[src/hw/rtl/rgm_pkg.sv]
// Shared constants, types and helpers for the region green-mean block.
`default_nettype none
package rgm_pkg;

  // Geometry and sizing
  localparam int NUM_REGIONS   = 8;
  localparam int COORD_BITS    = 10;
  localparam int WINDOW_BITS   = 4 * COORD_BITS;
  localparam int AREA_BITS     = 2 * COORD_BITS;
  localparam int REG_IDX_BITS  = 3;
  localparam int REGION_BITS   = 3;

  // Pixel format
  localparam int PIXEL_BITS    = 16;
  localparam int PIX_POS_BITS  = 10;
  localparam int GREEN_SHIFT   = 5;
  localparam int GREEN_BITS    = 6;

  // Arithmetic
  localparam int SUM_BITS      = 26;
  localparam int MEAN_BITS     = 14;
  localparam int FRAC_BITS     = 8;
  localparam int SAT_SHIFT     = MEAN_BITS - FRAC_BITS;
  localparam int STEP_BITS     = $clog2(MEAN_BITS + 1);

  localparam logic [SUM_BITS-1:0]  SUM_MAX  = {SUM_BITS{1'b1}};
  localparam logic [MEAN_BITS-1:0] MEAN_MAX = {MEAN_BITS{1'b1}};

  // Pixel token travelling down the cell chain
  typedef struct packed {
    logic                  valid;
    logic [GREEN_BITS-1:0] green;
    logic [COORD_BITS-1:0] col;
    logic [COORD_BITS-1:0] row;
    logic                  fend;
  } rgm_pix_t;

  // Captured frame total travelling back to the divider
  typedef struct packed {
    logic [SUM_BITS-1:0]  sum;
    logic [AREA_BITS-1:0] area;
  } rgm_cap_t;

  // Divider status seen by the controller
  typedef struct packed {
    logic                 busy;
    logic                 done;
    logic                 empty;
    logic [MEAN_BITS-1:0] mean;
  } rgm_div_status_t;

  // Frame coordinate from a stream position, cast to COORD_BITS
  function automatic logic [COORD_BITS-1:0] rgm_coord(input logic [PIX_POS_BITS-1:0] v);
    return COORD_BITS'(v);
  endfunction

  // Default window of region k: a 4 by 2 grid of 20 by 20 squares
  function automatic logic [WINDOW_BITS-1:0] rgm_window_reset(input int k);
    logic [COORD_BITS-1:0] x;
    logic [COORD_BITS-1:0] y;
    logic [COORD_BITS-1:0] w;
    x = COORD_BITS'(40 + 40 * (k & 3));
    y = COORD_BITS'(50 + 40 * (k >> 2));
    w = COORD_BITS'(20);
    return {x, y, w, w};
  endfunction

endpackage
`default_nettype wire

[src/hw/rtl/rgm_if.sv]
// Channel interfaces: pixel stream, result stream and configuration writes.
`default_nettype none
interface rgm_pixel_if;
  logic                               valid;
  logic                               ready;
  logic [rgm_pkg::PIXEL_BITS-1:0]     pixel_value;
  logic [rgm_pkg::PIX_POS_BITS-1:0]   pixel_column;
  logic [rgm_pkg::PIX_POS_BITS-1:0]   pixel_row;
  logic                               frame_end;

  modport source (output valid, pixel_value, pixel_column, pixel_row, frame_end,
                  input ready);
  modport sink   (input valid, pixel_value, pixel_column, pixel_row, frame_end,
                  output ready);
endinterface

interface rgm_result_if;
  logic                            valid;
  logic                            ready;
  logic [rgm_pkg::REGION_BITS-1:0] region_index;
  logic [rgm_pkg::MEAN_BITS-1:0]   mean_green;
  logic                            empty_region;
  logic                            last_region;

  modport source (output valid, region_index, mean_green, empty_region, last_region,
                  input ready);
  modport sink   (input valid, region_index, mean_green, empty_region, last_region,
                  output ready);
endinterface

interface rgm_cfg_if;
  logic                             valid;
  logic                             ready;
  logic [rgm_pkg::REG_IDX_BITS-1:0] index;
  logic [rgm_pkg::WINDOW_BITS-1:0]  data;

  modport source (output valid, index, data, input ready);
  modport sink   (input valid, index, data, output ready);
endinterface
`default_nettype wire

[src/hw/rtl/rgm_cell.sv]
// One region cell: window register, running green sum, pixel and capture links.
`default_nettype none
module rgm_cell (
  input  wire logic                            clk,
  input  wire logic                            rst,
  input  wire logic [rgm_pkg::WINDOW_BITS-1:0] window_init,
  input  wire logic                            cfg_we,
  input  wire logic [rgm_pkg::WINDOW_BITS-1:0] cfg_data,
  input  wire rgm_pkg::rgm_pix_t               pix_in,
  output rgm_pkg::rgm_pix_t                    pix_out,
  input  wire logic                            shift,
  input  wire rgm_pkg::rgm_cap_t               cap_in,
  output rgm_pkg::rgm_cap_t                    cap_out
);
  import rgm_pkg::*;

  logic [WINDOW_BITS-1:0] window;
  logic [SUM_BITS-1:0]    sum;
  rgm_cap_t               cap;

  logic [COORD_BITS-1:0]  win_x, win_y, win_w, win_h;
  logic [COORD_BITS:0]    x_end, y_end;
  logic                   hit;
  logic [SUM_BITS:0]      sum_wide;
  logic [SUM_BITS-1:0]    sum_upd;
  logic [AREA_BITS-1:0]   area;

  assign {win_x, win_y, win_w, win_h} = window;

  // Containment test, end coordinates one bit wider so nothing wraps
  assign x_end = {1'b0, win_x} + {1'b0, win_w};
  assign y_end = {1'b0, win_y} + {1'b0, win_h};
  assign hit   = (pix_in.col >= win_x) && ({1'b0, pix_in.col} < x_end) &&
                 (pix_in.row >= win_y) && ({1'b0, pix_in.row} < y_end);

  // Saturating accumulate
  assign sum_wide = {1'b0, sum} + (SUM_BITS + 1)'(pix_in.green);
  always_comb begin
    sum_upd = sum;
    if (hit) begin
      sum_upd = sum_wide[SUM_BITS] ? SUM_MAX : sum_wide[SUM_BITS-1:0];
    end
  end

  assign area = {{COORD_BITS{1'b0}}, win_w} * {{COORD_BITS{1'b0}}, win_h};

  // Window register
  always_ff @(posedge clk) begin
    if (rst) begin
      window <= window_init;
    end else if (cfg_we) begin
      window <= cfg_data;
    end
  end

  // Running sum, cleared as the frame-end token passes
  always_ff @(posedge clk) begin
    if (rst) begin
      sum <= '0;
    end else if (pix_in.valid) begin
      sum <= pix_in.fend ? '0 : sum_upd;
    end
  end

  // Capture slot: loaded at frame end, then shifted towards the divider
  always_ff @(posedge clk) begin
    if (pix_in.valid && pix_in.fend) begin
      cap.sum  <= sum_upd;
      cap.area <= area;
    end else if (shift) begin
      cap <= cap_in;
    end
  end

  // Pixel link to the next cell
  always_ff @(posedge clk) begin
    if (rst) begin
      pix_out.valid <= 1'b0;
    end else begin
      pix_out.valid <= pix_in.valid;
    end
    pix_out.green <= pix_in.green;
    pix_out.col   <= pix_in.col;
    pix_out.row   <= pix_in.row;
    pix_out.fend  <= pix_in.fend;
  end

  assign cap_out = cap;

endmodule
`default_nettype wire

[src/hw/rtl/rgm_divider.sv]
// Radix-2 restoring divider for sum * 2^FRAC / area with saturation.
`default_nettype none
module rgm_divider (
  input  wire logic                   clk,
  input  wire logic                   rst,
  input  wire logic                   start,
  input  wire rgm_pkg::rgm_cap_t      operand,
  output rgm_pkg::rgm_div_status_t    status
);
  import rgm_pkg::*;

  logic                  busy;
  logic                  done;
  logic                  fast;
  logic                  empty;
  logic [STEP_BITS-1:0]  cnt;
  logic [AREA_BITS-1:0]  divisor;
  logic [AREA_BITS-1:0]  rem;
  logic [MEAN_BITS-1:0]  low;
  logic [MEAN_BITS-1:0]  quo;

  logic [SUM_BITS-SAT_SHIFT-1:0] sum_hi;
  logic                          is_empty, is_sat;
  logic [AREA_BITS:0]            trial, diff;
  logic                          ge;

  // Quotient would reach 2^MEAN_BITS exactly when sum / 2^SAT_SHIFT >= area
  assign sum_hi   = operand.sum[SUM_BITS-1:SAT_SHIFT];
  assign is_empty = (operand.area == '0);
  assign is_sat   = (sum_hi >= operand.area);

  // One quotient bit per step
  assign trial = {rem, low[MEAN_BITS-1]};
  assign diff  = trial - {1'b0, divisor};
  assign ge    = (trial >= {1'b0, divisor});

  always_ff @(posedge clk) begin
    if (rst) begin
      busy <= 1'b0;
      done <= 1'b0;
    end else begin
      done <= 1'b0;
      if (start) begin
        busy <= 1'b1;
      end else if (busy && (fast || cnt == STEP_BITS'(1))) begin
        busy <= 1'b0;
        done <= 1'b1;
      end
    end
  end

  // Datapath
  always_ff @(posedge clk) begin
    if (start) begin
      divisor <= operand.area;
      empty   <= is_empty;
      fast    <= is_empty || is_sat;
      cnt     <= STEP_BITS'(MEAN_BITS);
      rem     <= AREA_BITS'(sum_hi);
      low     <= {operand.sum[SAT_SHIFT-1:0], {FRAC_BITS{1'b0}}};
      quo     <= is_empty ? '0 : (is_sat ? MEAN_MAX : '0);
    end else if (busy && !fast) begin
      cnt <= cnt - STEP_BITS'(1);
      rem <= ge ? diff[AREA_BITS-1:0] : trial[AREA_BITS-1:0];
      low <= {low[MEAN_BITS-2:0], 1'b0};
      quo <= {quo[MEAN_BITS-2:0], ge};
    end
  end

  assign status.busy  = busy;
  assign status.done  = done;
  assign status.empty = empty;
  assign status.mean  = quo;

endmodule
`default_nettype wire

[src/hw/rtl/roi_green_mean.sv]
// Top level: cell chain, frame-end controller, divider and result register.
`default_nettype none
// Per-region mean of the RGB565 green channel. Pixels enter a chain of
// NUM_REGIONS cells at one transfer per clock; each cell holds one region
// window and its saturating green sum and registers the pixel before
// passing it on. On the frame-end pixel the input stops: the token moves
// through the cell registers to leave the chain, each cell parking its
// total in a capture slot. The slots then shift one by one into a shared
// bit-serial divider, one quotient bit a cycle for 14 bits; an empty or
// saturated region skips the division, and a result may wait on the
// result side. Pixel transfers resume once the last result of the frame
// sits in the output register. Configuration writes take effect
// at once and are always accepted; write them only while the block is idle.
module roi_green_mean (
  input  wire logic   clk,
  input  wire logic   rst,
  rgm_cfg_if.sink     cfg,
  rgm_pixel_if.sink   pixel,
  rgm_result_if.source result
);
  import rgm_pkg::*;

  localparam logic [1:0] PH_RUN   = 2'd0;
  localparam logic [1:0] PH_DRAIN = 2'd1;
  localparam logic [1:0] PH_DIV   = 2'd2;

  logic [1:0]             phase;
  logic [REGION_BITS-1:0] rcnt;
  logic                   res_pend;
  logic                   out_valid;
  logic [REGION_BITS-1:0] out_index;
  logic [MEAN_BITS-1:0]   out_mean;
  logic                   out_empty;
  logic                   out_last;

  rgm_pix_t        pix_chain [0:NUM_REGIONS];
  rgm_cap_t        cap_chain [0:NUM_REGIONS];
  rgm_div_status_t div_st;

  logic pix_acc, out_acc, tail_fend, last_rc, load, div_start;

  assign cfg.ready   = 1'b1;
  assign pixel.ready = (phase == PH_RUN);
  assign pix_acc     = pixel.valid && pixel.ready;
  assign out_acc     = out_valid && result.ready;
  assign tail_fend   = pix_chain[NUM_REGIONS].valid && pix_chain[NUM_REGIONS].fend;
  assign last_rc     = (rcnt == REGION_BITS'(NUM_REGIONS - 1));
  assign load        = res_pend && (!out_valid || out_acc);
  assign div_start   = ((phase == PH_DRAIN) && tail_fend) ||
                       ((phase == PH_DIV) && load && !last_rc);

  // Head of the pixel chain
  assign pix_chain[0].valid = pix_acc;
  assign pix_chain[0].green = pixel.pixel_value[GREEN_SHIFT +: GREEN_BITS];
  assign pix_chain[0].col   = rgm_coord(pixel.pixel_column);
  assign pix_chain[0].row   = rgm_coord(pixel.pixel_row);
  assign pix_chain[0].fend  = pixel.frame_end;

  assign cap_chain[NUM_REGIONS] = '0;

  // Region cells
  for (genvar i = 0; i < NUM_REGIONS; i++) begin : g_cell
    logic we;
    assign we = cfg.valid && (cfg.index == REG_IDX_BITS'(i));
    rgm_cell u_cell (
      .clk         (clk),
      .rst         (rst),
      .window_init (rgm_window_reset(i)),
      .cfg_we      (we),
      .cfg_data    (cfg.data),
      .pix_in      (pix_chain[i]),
      .pix_out     (pix_chain[i+1]),
      .shift       (div_start),
      .cap_in      (cap_chain[i+1]),
      .cap_out     (cap_chain[i])
    );
  end

  rgm_divider u_div (
    .clk     (clk),
    .rst     (rst),
    .start   (div_start),
    .operand (cap_chain[0]),
    .status  (div_st)
  );

  // Frame-end sequencing
  always_ff @(posedge clk) begin
    if (rst) begin
      phase    <= PH_RUN;
      rcnt     <= '0;
      res_pend <= 1'b0;
    end else begin
      if (div_st.done) begin
        res_pend <= 1'b1;
      end else if (load) begin
        res_pend <= 1'b0;
      end
      case (phase)
        PH_RUN: begin
          if (pix_acc && pixel.frame_end) begin
            phase <= PH_DRAIN;
          end
        end
        PH_DRAIN: begin
          if (tail_fend) begin
            phase <= PH_DIV;
            rcnt  <= '0;
          end
        end
        PH_DIV: begin
          if (load) begin
            rcnt <= rcnt + REGION_BITS'(1);
            if (last_rc) begin
              phase <= PH_RUN;
            end
          end
        end
        default: begin
          phase <= PH_RUN;
        end
      endcase
    end
  end

  // Output register
  always_ff @(posedge clk) begin
    if (rst) begin
      out_valid <= 1'b0;
    end else if (load) begin
      out_valid <= 1'b1;
    end else if (out_acc) begin
      out_valid <= 1'b0;
    end
    if (load) begin
      out_index <= rcnt;
      out_mean  <= div_st.mean;
      out_empty <= div_st.empty;
      out_last  <= last_rc;
    end
  end

  assign result.valid        = out_valid;
  assign result.region_index = out_index;
  assign result.mean_green   = out_mean;
  assign result.empty_region = out_empty;
  assign result.last_region  = out_last;

  // Checks
  a_start_idle: assert property (@(posedge clk) disable iff (rst)
    div_start |-> !div_st.busy)
    else $error("divider started while busy");

  a_no_overrun: assert property (@(posedge clk) disable iff (rst)
    div_st.done |-> !res_pend)
    else $error("divider result overwritten before it was taken");

  a_tail_drain: assert property (@(posedge clk) disable iff (rst)
    tail_fend |-> (phase == PH_DRAIN))
    else $error("frame-end token left the chain outside drain");

  a_last_tag: assert property (@(posedge clk) disable iff (rst)
    out_valid |-> (out_last == (out_index == REGION_BITS'(NUM_REGIONS - 1))))
    else $error("last flag does not match region index");

  a_empty_zero: assert property (@(posedge clk) disable iff (rst)
    (out_valid && out_empty) |-> (out_mean == '0))
    else $error("empty region with non-zero mean");

endmodule
`default_nettype wire
[src/flat_wrapper.sv]
// flat-port wrapper written by rule: the top's interface ports become plain ports
module roi_green_mean_flat import rgm_pkg::*;
  (clk, rst, cfg_valid, cfg_index, cfg_data, cfg_ready, pixel_valid, pixel_pixel_value, pixel_pixel_column, pixel_pixel_row, pixel_frame_end, pixel_ready, result_valid, result_region_index, result_mean_green, result_empty_region, result_last_region, result_ready);
  rgm_cfg_if cfg_i ();
  rgm_pixel_if pixel_i ();
  rgm_result_if result_i ();
  input  wire logic clk;
  input  wire logic rst;
  input wire logic [$bits(cfg_i.valid)-1:0] cfg_valid;
  input wire logic [$bits(cfg_i.index)-1:0] cfg_index;
  input wire logic [$bits(cfg_i.data)-1:0] cfg_data;
  output wire logic [$bits(cfg_i.ready)-1:0] cfg_ready;
  input wire logic [$bits(pixel_i.valid)-1:0] pixel_valid;
  input wire logic [$bits(pixel_i.pixel_value)-1:0] pixel_pixel_value;
  input wire logic [$bits(pixel_i.pixel_column)-1:0] pixel_pixel_column;
  input wire logic [$bits(pixel_i.pixel_row)-1:0] pixel_pixel_row;
  input wire logic [$bits(pixel_i.frame_end)-1:0] pixel_frame_end;
  output wire logic [$bits(pixel_i.ready)-1:0] pixel_ready;
  output wire logic [$bits(result_i.valid)-1:0] result_valid;
  output wire logic [$bits(result_i.region_index)-1:0] result_region_index;
  output wire logic [$bits(result_i.mean_green)-1:0] result_mean_green;
  output wire logic [$bits(result_i.empty_region)-1:0] result_empty_region;
  output wire logic [$bits(result_i.last_region)-1:0] result_last_region;
  input wire logic [$bits(result_i.ready)-1:0] result_ready;
  assign cfg_i.valid = cfg_valid;
  assign cfg_i.index = cfg_index;
  assign cfg_i.data = cfg_data;
  assign cfg_ready = cfg_i.ready;
  assign pixel_i.valid = pixel_valid;
  assign pixel_i.pixel_value = pixel_pixel_value;
  assign pixel_i.pixel_column = pixel_pixel_column;
  assign pixel_i.pixel_row = pixel_pixel_row;
  assign pixel_i.frame_end = pixel_frame_end;
  assign pixel_ready = pixel_i.ready;
  assign result_valid = result_i.valid;
  assign result_region_index = result_i.region_index;
  assign result_mean_green = result_i.mean_green;
  assign result_empty_region = result_i.empty_region;
  assign result_last_region = result_i.last_region;
  assign result_i.ready = result_ready;
  roi_green_mean u_core (.clk(clk), .rst(rst), .cfg(cfg_i), .pixel(pixel_i), .result(result_i));
endmodule
[config.mk]
export PLATFORM = sky130hd
export DESIGN_NAME = roi_green_mean_flat
export DESIGN_NICKNAME = d
export VERILOG_FILES = /design/src/hw/rtl/rgm_pkg.sv /design/src/hw/rtl/rgm_if.sv /design/src/hw/rtl/rgm_cell.sv /design/src/hw/rtl/rgm_divider.sv /design/src/hw/rtl/roi_green_mean.sv /design/src/flat_wrapper.sv
export SDC_FILE = /design/constraint.sdc
export NUM_CORES = 2
export LEC_CHECK = 0
export BUFFER_PORTS_ARGS = -buffer_cell sky130_fd_sc_hd__buf_2
export CORE_MARGIN = 8
export CORE_UTILIZATION = 60
export CTS_CLUSTER_SIZE = 14
export DETAILED_ROUTE_END_ITERATION = 12
export PLACE_DENSITY = 0.76
export SETUP_SLACK_MARGIN = 0.1
export SYNTH_ARGS = -nofsm -noshare
export SYNTH_HDL_FRONTEND = slang
export SYNTH_SLANG_ARGS = --single-unit
[constraint.sdc]
create_clock -name clk -period 13.4 [get_ports clk]
set_input_delay 0.67 -clock clk [delete_from_list [all_inputs] [get_ports clk]]
set_output_delay 0.67 -clock clk [all_outputs]
set_load 0.005 [all_outputs]
==> metrics.cfg <==
[power]
irDropWorstVdd_uv=114
p_total_mw=8.55
power_density_mw_per_mm2=90.1
leakagePower_nw=42.8

[setup_path]
critical_path.endpoint_type=flop
critPathMaxFanout=12
worstSetupStartpointType=flop
cpPeakStageDelay_ns=0.81
path_cells=nand2_1, fa_1, inv_1, fa_1, inv_1, fa_1, inv_1, fa_1, inv_1, fa_1, inv_1, ha_1, o21ai_0, nand2b_1, and3_1, a221oi_1, o21ai_0, a21o_1, a21oi_1, xor2_1, o21ai_0
cp_slowest_cell=dfxtp_1
cp.required_ns=13.89
path_class=reg2reg
cp.arrival_ns=6.89

[cts]
cts_tree=yes
cts_root_buf=clkbuf_16
clk_latency_ns=0.79
htreeDepth=4
post_cts_buffers=0
clk_path_buf_depth=3
path_clk_slew_ns=0.06
cts_sinks=1188
cts_buffers=135

[logic_synthesis]
synth_cells=9919
synth_cell_types=94
yosys_warnings=0
syn_nets=11524
seq_area_frac_synth_pct=31.8
yosysTopAreaCellShare_pct=16.6
yosysTopAreaCell=dfxtp_1
yosys-mux-area-fraction_pct=1.32
ys_dominant_reg_cell=dfxtp_1
synthAdderAreaFrac_pct=25.8
synth-xor-area-share_pct=2.76
synthSimpleGateAreaFrac_pct=17.5
synth_compound_area_share_pct=15.0
synth_top_family_by_area=adder cells
synthesis.area_mm2=0.0889
synth_edf_count=449
ys_ff_latch=1188
synth.avg_cell_area_um2=8.97
ys_top_cells_by_area=dfxtp_1 (17%), edfxtp_1 (15%), ha_1 (14%), fa_1 (12%), nand2_1 (6.8%)
async_reset_ff_share_pct=0

[drt]
viasPerCell=6.07
ant_nets=0
drt-total-wl_um=234000
via_count=71282
drc_errors=0
dr.first_iter.drc_count=5978
first_pass_iters=6
wl_per_cell_um=19.9

[grt]
grt_max_degree=183
grt_pass1_wl_um=372000
antenna_found_initial=3
grt_pass1_vias=71050
grt.total_usage_pct=28.2
grt_overflow=0

[die]
ios=107
initial_utilization_pct=60.3
die_x_um=401
fp.dieH_um=401
num_rows=141
fp.coreArea_mm2=0.147
dieArea_mm2=0.161

[timing]
slew_headroom_pct=15.0
drv_slew=0
setup_violations=0
min_period_over_period_pct=47.8
rsz0062_at_grt=false
tns_ns=0
hold_viol=0
fmax_mhz=156
fin_ws_ns=7.00
worstMarginPinSlew_ns=1.27
period_needed_ns=6.40
clock_skew_ns=0.0311

[place]
pre_cts_slack_ns=7.00
io_buffers=95
routabilityCongestion=0.961
dp_hpwl_um=176000
placed_area_mm2=0.0903

[worst_hold_path]
hold_path.class=in2reg

[finish]
finish.utilization_pct=64.3
num-fill-cells=11827
drive_gt1_share_pct=4.68
nNetsFinal=11312
final_area_mm2=0.0949
area_growth_pct=6.69

[flow_run]
max-cap-violations=0

[outcome]
run_status=completed

-- cell usage after synthesis (98+ instances only) --
master and count:
nand2_1 1622, ha_1 999, inv_1 847, dfxtp_1 739, a21oi_1 714, and2_1 539, fa_1 521, o21ai_0 484
edfxtp_1 449, clkbuf_1 404, nor2_1 365, nand3_1 214, a21o_1 160, xnor2_1 160, nor3_1 132, xor2_1 120
nand2b_1 98
-- critical path, delay by kind of cell (launching register included) --
family	cells	cell delay [ns]
AO/OA/AOI/OAI	6	1.44
adder cells (fa/ha/maj)	6	2.90
AND/OR/NAND/NOR	3	0.51
XOR/XNOR	1	0.16
buffers and inverters	5	0.26
flip-flops	1	0.81
-- layout make-up --
cell class              instances  area (um2)  area share [%]
diodes                          1        2.50         0.00264
clock buffers                 168        3660            3.86
clock inverters                74         822           0.866
inverters                     849        3190            3.36
multi-input cells            7379       55600            58.6
flip-flops and latches       1188       28300            29.8
well taps                    1930        2410            2.55
repair buffers                154         956            1.01
-- cells in the final DEF (no fill, tap or decap), drive strengths merged, types with 27 or more instances in the layout --
master / instances
or3: 27
nor3: 134
dfxtp: 739
xor2: 120
nor2: 367
o31ai: 71
nand4: 72
o211ai: 85
fa: 521
and2: 543
xnor2: 160
nor2b: 52
nand2: 1622
o21ai: 505
a31oi: 68
mux2i: 96
a22o: 33
nor4: 30
clkinv: 42
a21o: 160
o21a: 77
a211oi: 67
a311oi: 42
inv: 863
nand2b: 99
ha: 999
edfxtp: 449
clkbuf: 168
and3: 96
o21bai: 75
a21oi: 715
buf: 148
nand3: 214
-- registers in the layout (all words and copies together) (netlist names), 14 cells and up --
signal	count
u_core.g_cell.u_cell.pix_out	198
u_core.u_div.quo	14
u_core.result.mean_green	14
u_core.u_div.rem	20
u_core.g_cell.u_cell.sum	208
u_core.g_cell.u_cell.cap_out	368
u_core.g_cell.u_cell.window	320
u_core.u_div.divisor	20
-- logic make-up (layout without fill, tap and decap cells) --
kind of cell	count (synthesis)	count (layout)
AOI/OAI and AO/OA	2135	2135
xor gates and xnor gates	280	280
adders and majority gates	1520	1520
muxes	115	115
DFF	1188	1188
other	1	2
and+or+nand+nor	3328	3328
buffers and inverters	1352	1245
-- final timing paths --
path	start	endpoint	slack, ns	cells after the start
worst max-delay path	u_core.g_cell[6].u_cell.window[3]	u_core.g_cell[6].u_cell.cap_out[17]	7.00	21
worst max register to register	u_core.g_cell[6].u_cell.window[3]	u_core.g_cell[6].u_cell.cap_out[17]	7.00	21
worst min-delay path	pixel_pixel_value[6]	u_core.g_cell[0].u_cell.pix_out[22]	0.04	1
worst min register to register	u_core.g_cell[4].u_cell.pix_out[1]	u_core.g_cell[5].u_cell.pix_out[1]	0.37	0
-- through the flow --
stage          hold WS (ns)  instances
2_1_floorplan         0.331       9919
3_3_place_gp          0.357      11494
3_5_place_dp          0.358      11494
4_1_cts             0.00101      11742
5_1_grt              0.0103      11742
6_report             0.0369      11743
-- routing by layer --
metal	vias to the layer above	wire [um]	track usage (%)
met5	-	10	0
met4	2	13800	14.9
met3	631	16300	4.15
met2	2687	108000	46.5
met1	34333	95900	36.1
li1	33629	-	-
-- report_power, final --
part           internal [mW]  switching, mW
clock                   2.16           1.58
sequential              3.81          0.118
combinational          0.332          0.555
-- repair_timing --
action / in CTS / in global routing
gates resized for setup: 0 / 0
endpoints found under the hold margin: 6 / 0
hold buffers: 6 / 0
(Power assumes the default switching activity.)
